<file path="src/hdl/isr_pkg.sv">
// Shared widths, constants and control types of the integer square root unit.
package isr_pkg;

    localparam int unsigned VALUE_W = 31;
    localparam int unsigned ROOT_W  = 16;
    localparam int unsigned WORK_W  = 32;

    localparam logic [WORK_W-1:0] BIT_INIT = 32'h4000_0000;

    typedef struct packed {
        logic load;
        logic step;
        logic capture;
    } cmd_t;

    typedef struct packed {
        logic last_step;
    } status_t;

endpackage

</file>
<file path="src/hdl/isr_if.sv">
// Request and response channel interfaces of the integer square root unit.
interface isr_req_if;
    logic                          valid;
    logic                          ready;
    logic [isr_pkg::VALUE_W-1:0]   value;

    modport source (output valid, output value, input ready);
    modport sink   (input valid, input value, output ready);
endinterface

interface isr_rsp_if;
    logic                          valid;
    logic                          ready;
    logic [isr_pkg::ROOT_W-1:0]    root;

    modport source (output valid, output root, input ready);
    modport sink   (input valid, input root, output ready);
endinterface

</file>
<file path="src/hdl/isr_dp.sv">
// Datapath: digit-by-digit square root, one root bit per step, and the result register.
module isr_dp (
    input  logic                          clk,
    input  isr_pkg::cmd_t                 cmd,
    input  logic [isr_pkg::VALUE_W-1:0]   value,
    output isr_pkg::status_t              status,
    output logic [isr_pkg::ROOT_W-1:0]    root
);

    logic [isr_pkg::WORK_W-1:0] rem_reg;
    logic [isr_pkg::WORK_W-1:0] rem_next;
    logic [isr_pkg::WORK_W-1:0] acc_reg;
    logic [isr_pkg::WORK_W-1:0] acc_next;
    logic [isr_pkg::WORK_W-1:0] bit_reg;
    logic [isr_pkg::WORK_W-1:0] bit_next;
    logic [isr_pkg::ROOT_W-1:0] root_reg;
    logic [isr_pkg::ROOT_W-1:0] root_next;
    logic [isr_pkg::WORK_W-1:0] trial;
    logic                       fits;

    assign trial = acc_reg + bit_reg;
    assign fits  = (rem_reg >= trial);

    always_comb
    begin
        rem_next  = rem_reg;
        acc_next  = acc_reg;
        bit_next  = bit_reg;
        root_next = root_reg;
        if (cmd.load)
        begin
            rem_next = {1'b0, value};
            acc_next = '0;
            bit_next = isr_pkg::BIT_INIT;
        end
        else if (cmd.step)
        begin
            if (fits)
            begin
                rem_next = rem_reg - trial;
                acc_next = (acc_reg >> 1) + bit_reg;
            end
            else
            begin
                acc_next = acc_reg >> 1;
            end
            bit_next = bit_reg >> 2;
        end
        if (cmd.capture)
        begin
            root_next = acc_reg[isr_pkg::ROOT_W-1:0];
        end
    end

    always_ff @(posedge clk)
    begin
        rem_reg  <= rem_next;
        acc_reg  <= acc_next;
        bit_reg  <= bit_next;
        root_reg <= root_next;
    end

    assign status.last_step = bit_reg[0];
    assign root             = root_reg;

endmodule

</file>
<file path="src/hdl/isr_ctrl.sv">
// Controller: sequences load, sixteen steps and result capture; owns the handshakes.
module isr_ctrl (
    input  logic               clk,
    input  logic               rst_n,
    input  logic               req_valid,
    output logic               req_ready,
    output logic               rsp_valid,
    input  logic               rsp_ready,
    input  isr_pkg::status_t   status,
    output isr_pkg::cmd_t      cmd
);

    typedef enum logic [2:0] {
        ST_IDLE   = 3'b001,
        ST_RUN    = 3'b010,
        ST_FINISH = 3'b100
    } state_t;

    state_t state_reg;
    state_t state_next;
    logic   rsp_valid_reg;
    logic   rsp_valid_next;

    always_comb
    begin
        state_next     = state_reg;
        rsp_valid_next = rsp_valid_reg && !rsp_ready;
        cmd            = '0;
        req_ready      = 1'b0;
        case (state_reg)
            ST_IDLE:
            begin
                req_ready = 1'b1;
                if (req_valid)
                begin
                    cmd.load   = 1'b1;
                    state_next = ST_RUN;
                end
            end
            ST_RUN:
            begin
                cmd.step = 1'b1;
                if (status.last_step)
                begin
                    state_next = ST_FINISH;
                end
            end
            ST_FINISH:
            begin
                if (!rsp_valid_reg || rsp_ready)
                begin
                    cmd.capture    = 1'b1;
                    rsp_valid_next = 1'b1;
                    state_next     = ST_IDLE;
                end
            end
            default:
            begin
                state_next = ST_IDLE;
            end
        endcase
    end

    always_ff @(posedge clk or negedge rst_n)
    begin
        if (!rst_n)
        begin
            state_reg     <= ST_IDLE;
            rsp_valid_reg <= 1'b0;
        end
        else
        begin
            state_reg     <= state_next;
            rsp_valid_reg <= rsp_valid_next;
        end
    end

    assign rsp_valid = rsp_valid_reg;

    a_capture_sets_valid: assert property (@(posedge clk) disable iff (!rst_n)
        cmd.capture |=> rsp_valid_reg)
        else $error("response not raised after capture");

    a_accept_starts_run: assert property (@(posedge clk) disable iff (!rst_n)
        (req_valid && req_ready) |=> (state_reg == ST_RUN))
        else $error("accepted request did not start a run");

    a_no_capture_over_pending: assert property (@(posedge clk) disable iff (!rst_n)
        (cmd.capture && rsp_valid_reg) |-> rsp_ready)
        else $error("capture overwrote a pending response");

    a_busy_blocks_request: assert property (@(posedge clk) disable iff (!rst_n)
        (state_reg != ST_IDLE) |-> !req_ready)
        else $error("request accepted while busy");

endmodule

</file>
<file path="src/hdl/integer_square_root_unit.sv">
// Top level of the integer square root unit: controller and datapath.
//
//  channel    dir   payload            width
//  request    in    value (unsigned)   31
//  response   out   root  (unsigned)   16
//
// For one request, the accepting edge loads, sixteen restoring steps of the
// shared compare-subtract unit follow, then one capture; the response valid
// is registered from the capture.
// A new request is taken once the capture is done, even while the previous
// response still waits; a stalled response holds the run in its last state.
// Reset clears the controller and the response valid; no clearing pass.
module integer_square_root_unit (
    input  logic         clk,
    input  logic         rst_n,
    isr_req_if.sink      request,
    isr_rsp_if.source    response
);

    isr_pkg::cmd_t    cmd;
    isr_pkg::status_t status;

    isr_ctrl u_ctrl (
        .clk       (clk),
        .rst_n     (rst_n),
        .req_valid (request.valid),
        .req_ready (request.ready),
        .rsp_valid (response.valid),
        .rsp_ready (response.ready),
        .status    (status),
        .cmd       (cmd)
    );

    isr_dp u_dp (
        .clk    (clk),
        .cmd    (cmd),
        .value  (request.value),
        .status (status),
        .root   (response.root)
    );

endmodule

</file>
<file path="src/flat_wrapper.sv">
// flat-port wrapper written by rule: the top's interface ports become plain ports
module integer_square_root_unit_flat 
  (clk, rst_n, request_valid, request_value, request_ready, response_valid, response_root, response_ready);
  isr_req_if request_i ();
  isr_rsp_if response_i ();
  input  logic clk;
  input  logic rst_n;
  input wire logic [$bits(request_i.valid)-1:0] request_valid;
  input wire logic [$bits(request_i.value)-1:0] request_value;
  output wire logic [$bits(request_i.ready)-1:0] request_ready;
  output wire logic [$bits(response_i.valid)-1:0] response_valid;
  output wire logic [$bits(response_i.root)-1:0] response_root;
  input wire logic [$bits(response_i.ready)-1:0] response_ready;
  assign request_i.valid = request_valid;
  assign request_i.value = request_value;
  assign request_ready = request_i.ready;
  assign response_valid = response_i.valid;
  assign response_root = response_i.root;
  assign response_i.ready = response_ready;
  integer_square_root_unit u_core (.clk(clk), .rst_n(rst_n), .request(request_i), .response(response_i));
endmodule
</file>
<file path="config.mk">
export PLATFORM = sky130hd
export DESIGN_NAME = integer_square_root_unit_flat
export DESIGN_NICKNAME = d
export VERILOG_FILES = /design/src/hdl/isr_pkg.sv /design/src/hdl/isr_if.sv /design/src/hdl/isr_dp.sv /design/src/hdl/isr_ctrl.sv /design/src/hdl/integer_square_root_unit.sv /design/src/flat_wrapper.sv
export SDC_FILE = /design/constraint.sdc
export NUM_CORES = 1
export LEC_CHECK = 0
export ABC_AREA = 1
export BUFFER_PORTS_ARGS = -buffer_cell sky130_fd_sc_hd__buf_2
export CORE_MARGIN = 3
export CORE_UTILIZATION = 64
export CTS_BUF_LIST = sky130_fd_sc_hd__clkbuf_4
export DETAILED_ROUTE_END_ITERATION = 16
export PLACE_DENSITY_LB_ADDON = 0.05
export SLEW_MARGIN = 10
export SYNTH_ARGS = -nofsm -noshare
export SYNTH_HDL_FRONTEND = slang
export SYNTH_HIERARCHICAL = 1
export SYNTH_SLANG_ARGS = --single-unit
</file>
<file path="constraint.sdc">
create_clock -name clk -period 4.85 [get_ports clk]
set_input_delay 0.97 -clock clk [delete_from_list [all_inputs] [get_ports clk]]
set_output_delay 0.97 -clock clk [all_outputs]
set_load 0.05 [all_outputs]
</file>
* Word level (Yosys, flattened, before mapping) *
Cells that the tools add are included.

word-level totals
  bits of input ports = 35
  register bits after elaboration = 100
  output and inout bits = 18
  word-level logic and storage cells = 42

operators by class
  equality and inequality tests = 6
  $add $sub $neg = 3
  reduce and logical (&&, ||, !) cells = 9
  $lt $le $gt $ge = 1
  mux-type cells = 16

operator list
  operator            count
  $mux 31             3
  $add 31x31->32      1
  $add 32x31->32      1
  $ge 32x32->1        1
  $mux 32             1
  $sub 32x32->32      1
  $mux 3              3
  $pmux 3 s3          1
  $mux 1              8
  $ne 2x2->1 const B  3
  $reduce_and 2->1    2
  $reduce_bool 2->1   2
  $eq 3x1->1 const B  1
  $eq 3x2->1 const B  1
  $eq 3x3->1 const B  1
  $reduce_and 3->1    1
  $logic_not 1->1     2
  $logic_and 1x1->1   1
  $logic_or 1x1->1    1

* Longest topological paths before layout *
Gate-level depths: netlist of run 1.

  depth after elaboration = 5
  gate-level depth with buffers = 25
  gate-level depth less buffers = 24

* Cells and area by module *
Netlist of run 1, hierarchy kept.

modules (own cells, without submodules)
  module    cells an instance  instances  area an instance (um^2)  sequential area each (um^2)
  isr_dp    1465               1          9096.2                   2392.3
  isr_ctrl  26                 1          212.7                    101.3

* Worst setup path after synthesis of run 1 *
No wires, ideal clock.

  path kind = reg2reg
  start point = register u_core/u_dp/bit_reg[0] (netlist bit)
  end point = register u_core/u_dp/rem_reg[0] (netlist bit), enable pin
  path buffers = 0
  arrival time = 3.355 ns
  path slack = 1.024 ns
  library setup time = 0.471 ns
  cell stages (with the launch flop) = 20
  period minus slack after synthesis = 3.826 ns
  data required time = 4.379 ns
  cell sequence = dfxtp_1 -> ha_1 -> ha_1 -> nand3_1 -> nand3_1 -> nand2_1 -> o21ai_0 -> nand2_1 -> nand2_1 -> a21o_1 -> xnor2_1 -> ha_1 -> nand2_2 -> inv_2 -> a21boi_2 -> nand2_1 -> a21oi_4 -> nand2_4 -> nand2_2 -> nand2_1

on the way
  word-level cells in the longest chain between the ends = 4

ends and longest elaborated chain
  what                         line          source
  start, declared              isr_dp.sv:14  logic [isr_pkg::WORK_W-1:0] bit_reg;
  start signal, assigned       isr_dp.sv:59  bit_reg <= bit_next;
  $add 32x31->32               isr_dp.sv:21  assign trial = acc_reg + bit_reg;
  $ge 32x32->1                 isr_dp.sv:22  assign fits = (rem_reg >= trial);
  $reduce_bool 2->1 (no line)  -
  $reduce_and 2->1 (no line)   -
  end signal, assigned         isr_dp.sv:57  rem_reg <= rem_next;
  end, declared                isr_dp.sv:10  logic [isr_pkg::WORK_W-1:0] rem_reg;

No other way between the ends.
A chain may end at the register's enable or synchronous reset.

* Worst setup path in the final report of run 1 *
  start point = register u_core/u_dp/acc_reg[6] (netlist bit)
  end point = register u_core/u_dp/rem_reg[23] (netlist bit), enable pin

on the way
  word-level cells in the longest chain between the ends = 4

ends and longest elaborated chain
  what                         line          source
  start, declared              isr_dp.sv:12  logic [isr_pkg::WORK_W-1:0] acc_reg;
  start signal, assigned       isr_dp.sv:58  acc_reg <= acc_next;
  $add 32x31->32               isr_dp.sv:21
  $ge 32x32->1                 isr_dp.sv:22
  $reduce_bool 2->1 (no line)  -
  $reduce_and 2->1 (no line)   -

No other way between the ends.

==> results of run 1 <==
where the power goes:
group / total (µW) / leakage [µW] / internal, µW / switching, µW
combinational: 5230 / 0.00369 / 1810 / 3420
sequential: 1660 / 0.000892 / 1350 / 308
clock: 472 / 0.0000817 / 127 / 345
total: 7360 / 0.00466 / 3290 / 4070
worst max path at each step:
stage	startpoint	slack, ns	end
after CTS	u_core/u_dp/bit_reg[0]	0.59	u_core/u_dp/rem_reg[27]
after detailed placement	u_core/u_dp/bit_reg[0]	0.64	u_core/u_dp/rem_reg[5]
final	u_core/u_dp/acc_reg[6]	0.54	u_core/u_dp/rem_reg[23]
after global placement	u_core/u_dp/bit_reg[0]	0.76	u_core/u_dp/rem_reg[2]
after floorplan	u_core/u_dp/bit_reg[0]	1.02	u_core/u_dp/rem_reg[0]
after global routing	u_core/u_dp/bit_reg[0]	0.15	u_core/u_dp/rem_reg[18]
placed cells by master, fill, tap and decap left out, types with 8 or more instances in the layout:
cell / count
xnor2_1: 23
nor2_1: 149
clkbuf_4: 9
a21oi_1: 89
buf_4: 8
nand3b_1: 11
dfxtp_1: 49
nand2_1: 495
o21ai_0: 71
or2_2: 9
nor3_1: 17
nand3_1: 144
nand4_1: 14
inv_1: 180
edfxtp_1: 47
ha_1: 66
xor2_1: 23
buf_2: 52
o21bai_1: 9
through the flow:
| stage | utilization (%) | setup WS (ns) | hold WS (ns) | instances | area (µm²) |
|---|---|---|---|---|---|
| 2_1_floorplan | - | 1.02 | 0.431 | 1491 | 9310 |
| 3_5_place_dp | 68.9 | 0.643 | 0.470 | 1692 | 9680 |
| 6_report | 70.0 | 0.544 | 0.241 | 1709 | 9840 |
| 5_1_grt | 70.0 | 0.150 | 0.212 | 1709 | 9840 |
| 3_3_place_gp | 68.9 | 0.756 | 0.453 | 1692 | 9680 |
| 4_1_cts | 70.0 | 0.593 | 0.216 | 1708 | 9830 |
per-layer routing:
metal	vias to the layer above	GRT usage [%]	share of wire (%)
li1	4897	-	-
met1	4368	45.9	44
met2	442	52.5	44
met3	44	6.74	9.9
met4	0	8.71	2.0
met5	-	0	0
logic make-up after synthesis:
family	count (synthesis)
AOI/OAI and AO/OA	193
xor gates and xnor gates	46
adders and majority gates	67
buffers and inverters	223
DFF	100
and+or+nand+nor	862
worst max-delay path, delay by kind of cell, from the launching register on:
| kind | cells | cell delay (ns) |
|---|---|---|
| AOI/OAI and AO/OA | 2 | 0.39 |
| xor gates and xnor gates | 1 | 0.11 |
| adders and majority gates | 2 | 0.76 |
| buffers and inverters | 1 | 0.25 |
| DFF | 1 | 0.59 |
| and+or+nand+nor | 15 | 1.87 |
cell type report:
| class | instances | area, µm² |
|---|---|---|
| timing repair buffer | 61 | 340 |
| sequential | 100 | 2490 |
| clock buffer | 9 | 67.6 |
| fill | 1288 | 4210 |
| clock inverter | 7 | 86.3 |
| tap | 180 | 225 |
| inverter | 183 | 687 |
| antenna | 1 | 2.50 |
| multi-input combinational | 1168 | 5930 |
==> flow_summary.toml, run 1 <==
[clocking]
clkSinkCount = 100
root_buffer = "clkbuf_4"
cts_htree_levels = 3
insertion_delay_ns = 0.51
hold_buffers = 0
clk_pin_slew_worst_paths_ns = 0.18
cts_resized = 0
cts_buffer_depth = 2
cts-buffers-inserted = 9
cts_tree = "yes"
cts_setup_buffers = 0

[yosys]
synth_edf_count = 47
synthAdderAreaFrac_pct = 9.09
synthTopCellsByArea = "nand2_1 20%, edfxtp_1 15%, dfxtp_1 11%"
syn_area_um2 = 9310
synth-compound-area-share_pct = 11.3
yosysTopAreaCell = "nand2_1"
syn_inst = 1491
syn-num-nets = 1593
muxShareOfSynthArea_pct = 0
synth.most_common_cell = "nand2_1"
yosys.area_share.simple_pct = 38.9
synthFlopType = "dfxtp_1"
synth_common_cells = "495 x nand2_1, 180 x inv_1, 150 x nor2_1"
yosys_warnings = 6
synth.distinct_cells = 50
synth-xor-area-share_pct = 4.33
ys_ff_latch = 100
yosysSeqAreaShare_pct = 26.8
async_flop_share_pct = 4.00
synthDominantCellAreaShare_pct = 20.0
avgSynthCellArea_um2 = 6.24
synth_top_family_by_area = "simple AND/OR/NAND/NOR gates"

[timing]
min_period_ns = 4.31
rsz0062_at_grt = "false"
fmax_mhz = 232
tightestPinTransition_ns = 0.899
setup_viol = 0
slew_viol_final = 0
maxSlewHeadroom_pct = 39.7
post-route-period-util_pct = 88.8
skew_ns = 0.0241
hold_violations = 0
fin_setup_tns_ns = 0

[setup_path]
cp.arrival_ns = 4.52
rrSetupSlack_ns = 0.54
slowest_delay_ns = 0.59
rr_startpoint = "u_core/u_dp/acc_reg[6]"
reg2reg_depth = 21
worstPathRequired_ns = 5.07
critical_path.slowest_cell = "dfxtp_1"
crit_path_start_kind = "flop"
cp-end-kind = "flop"
reg2reg_to = "u_core/u_dp/rem_reg[23]"
critical_path_class = "flop to flop"
crit_fanout = 31
crit_top_cell = "nand2_1"
path_cells = "ha_1 > nand2_1 > nor2_1 > a21oi_1 > nand2_1 > nand2_1 > nand2_1 > nand2_1 > nand2_1 > a21oi_1 > xor2_1 > ha_1 > nand2_1 > nor2_1 > nand2_1 > nor2_2 > nand2_4 > nand2_4 > nand2_2 > nand2_1 > buf_12"

[route]
vias_per_cell = 5.71
drc = 0
vias = 9751
first_pass_iters = 6
drt_wl_total_mm = 26.7
drt-initial-drc-count = 1140
routedWlPerCell_um = 15.6
final_antenna_net_count = 0

[cells_and_area]
fin_nets = 1625
drive_gt1_share_pct = 7.07
area_growth_pct = 5.66

[floorplanning]
core-area_um2 = 14000
io_pins = 53
die_y_um = 127
die_width_um = 127
dieArea_um2 = 16000
core.rowCount = 43
start_util_pct = 66.3

[global_route]
grt_overflow = 0
groute.usage.overall_pct = 33.0
grt_max_degree = 69
grt_pass1_wl_mm = 43.1
antenna_found_initial = 1
grt_pass1_vias = 8838

[power]
irDropWorstVdd_uv = 756
power.total_uw = 7360
power_per_cell_area_nw_per_um2 = 748
p_leak_uw = 0.00466

[placed_design]
finalWeightedCongestion = 0.965
hpwl_mm = 20.9
port_buffers = 52

[run_status]
status = "finished clean"

[run]
cap_viol_max_count = 0

[worst_hold_path]
min_path_type = "input pin to asynchronous set/reset pin"
Note: power is estimated with default switching activity, not from simulation.
==> run 2, diff against run 1 <==
--- a/config.mk
+++ b/config.mk
@@ -8,8 +8,7 @@
 export ABC_AREA = 1
 export BUFFER_PORTS_ARGS = -buffer_cell sky130_fd_sc_hd__buf_2
 export CORE_MARGIN = 3
-export CORE_UTILIZATION = 64
-export CTS_BUF_LIST = sky130_fd_sc_hd__clkbuf_4
+export CORE_UTILIZATION = 50
 export DETAILED_ROUTE_END_ITERATION = 16
 export PLACE_DENSITY_LB_ADDON = 0.05
 export SLEW_MARGIN = 10
==> flow_summary.toml, run 2 (synthesis gave the netlist of run 1 again) <==
[run_status]
status = "finished clean"

[cells_and_area]
num-fill-cells = 1915
final_cells = 1758
drive_gt1_share_pct = 7.13
final_util_pct = 55.3
layout_common_cells = "495 x nand2_1, 180 x inv_1, 149 x nor2_1"
final_common_cell = "nand2_1"
area_growth_pct = 7.85
fin_nets = 1626
diodes = 0

[worst_hold_path]
min_path_type = "input pin to asynchronous set/reset pin"

[setup_path]
rr_startpoint = "u_core/u_dp/acc_reg[14]"
crit_fanout = 31
cp.arrival_ns = 4.32
reg2reg_depth = 19
worstPathRequired_ns = 4.91
rrSetupSlack_ns = 0.59
reg2reg_to = "u_core/u_dp/rem_reg[4]"
cp-end-kind = "flop"
crit_path_start_kind = "flop"
critical_path_class = "flop to flop"

[placed_design]
hpwl_mm = 21.3
place_inst = 1742
port_buffers = 52
finalWeightedCongestion = 0.977

[route]
drt_wl_total_mm = 27.5
final_antenna_net_count = 0
vias = 9420
vias_per_cell = 5.36
first_pass_iters = 6
drc = 0
routedWlPerCell_um = 15.6
drt-initial-drc-count = 802

[timing]
maxSlewHeadroom_pct = 43.7
hold_violations = 0
fmax_mhz = 235
setup_viol = 0
tightestPinTransition_ns = 0.843
post-route-period-util_pct = 87.7
skew_ns = 0.00753
slew_viol_final = 0
min_period_ns = 4.26
holdWs_ns = 0.393
rsz0062_at_grt = "false"
fin_setup_tns_ns = 0

[clocking]
clkSinkCount = 100
cts_tree = "yes"
clk_pin_slew_worst_paths_ns = 0.08
hold_buffers = 0
cts-buffers-inserted = 9
cts_htree_levels = 3
insertion_delay_ns = 0.37
root_buffer = "clkbuf_16"
cts_setup_buffers = 0
cts_buffer_depth = 2
cts_resized = 0

[global_route]
grt_pass1_wl_mm = 44.2
groute.usage.overall_pct = 27.2
grt_overflow = 0
grt_pass1_vias = 8474
antenna_found_initial = 0
grt_max_degree = 69

[floorplanning]
io_pins = 53
die_width_um = 142
start_util_pct = 51.3
core-area_um2 = 18100
core.rowCount = 49
dieArea_um2 = 20300
die_y_um = 142

[run]
cap_viol_max_count = 0

[power]
irDropWorstVdd_uv = 510
power_per_cell_area_nw_per_um2 = 761
p_leak_uw = 0.00473
==> run 2: cell count changes in the layout (fill, tap and decap cells not counted), sizes merged <==
cell,delta
inv,-1
buf,+1
diode,-1
clkinvlp,+1
==> run 2: worst max-delay path by stage <==
stage,endpoint,slack (ns),cells past startpoint,from
after floorplan,u_core/u_dp/rem_reg[0],1.02,19,u_core/u_dp/bit_reg[0]
after global routing,u_core/u_dp/acc_reg[5],0.18,20,u_core/u_dp/acc_reg[10]
after detailed placement,u_core/u_dp/rem_reg[7],0.65,20,u_core/u_dp/acc_reg[6]
final,u_core/u_dp/rem_reg[4],0.59,19,u_core/u_dp/acc_reg[14]
after global placement,u_core/u_dp/rem_reg[5],0.66,19,u_core/u_dp/acc_reg[14]
after CTS,u_core/u_dp/rem_reg[23],0.61,20,u_core/u_dp/acc_reg[6]
==> run 2: critical path, stage by stage, from the launching register on <==
cell	delay [ns]
dfxtp_1	0.30
buf_4	0.17
ha_1	0.37
nand2_1	0.10
o21ai_0	0.24
inv_1	0.10
o21bai_1	0.27
a21oi_1	0.12
o21ai_0	0.21
xor2_1	0.30
ha_1	0.30
nand2_2	0.12
nor2_2	0.20
nand2_1	0.09
nor2_2	0.16
nand2_4	0.23
nand2_4	0.13
nand2_2	0.12
nand2_1	0.16
buf_12	0.23
==> run 2: power breakdown <==
part           internal, µW  total [µW]  leakage, µW  switching [µW]
clock                   361         734     0.000141             374
sequential             1350        1660     0.000892             308
combinational          1820        5240      0.00369            3430
total                  3530        7640      0.00473            4110
==> run 2: cell type report <==
type                    instances  area [µm²]  area share, %
clock buffers                   9         225           2.24
clock inverters                 7        66.3          0.661
inverters                     183         687           6.84
multi-input cells            1168        5930           59.1
flip-flops and latches        100        2490           24.8
well taps                     229         287           2.85
repair buffers                 62         348           3.46
==> run 2: metrics by stage <==
stage | setup slack [ns] | cell area, µm² | power (µW)
2_1_floorplan | 1.02 | 9310 | 5640
3_3_place_gp | 0.663 | 9750 | 6800
3_5_place_dp | 0.648 | 9750 | 6840
4_1_cts | 0.612 | 10000 | 7610
5_1_grt | 0.181 | 10000 | 8440
6_report | 0.595 | 10000 | 7640
==> run 2: per-layer routing <==
layer,track usage [%],routed length [µm]
met1,38.4,13400
met4,8.20,599
met5,0,0
met2,42.7,12000
met3,4.44,1510
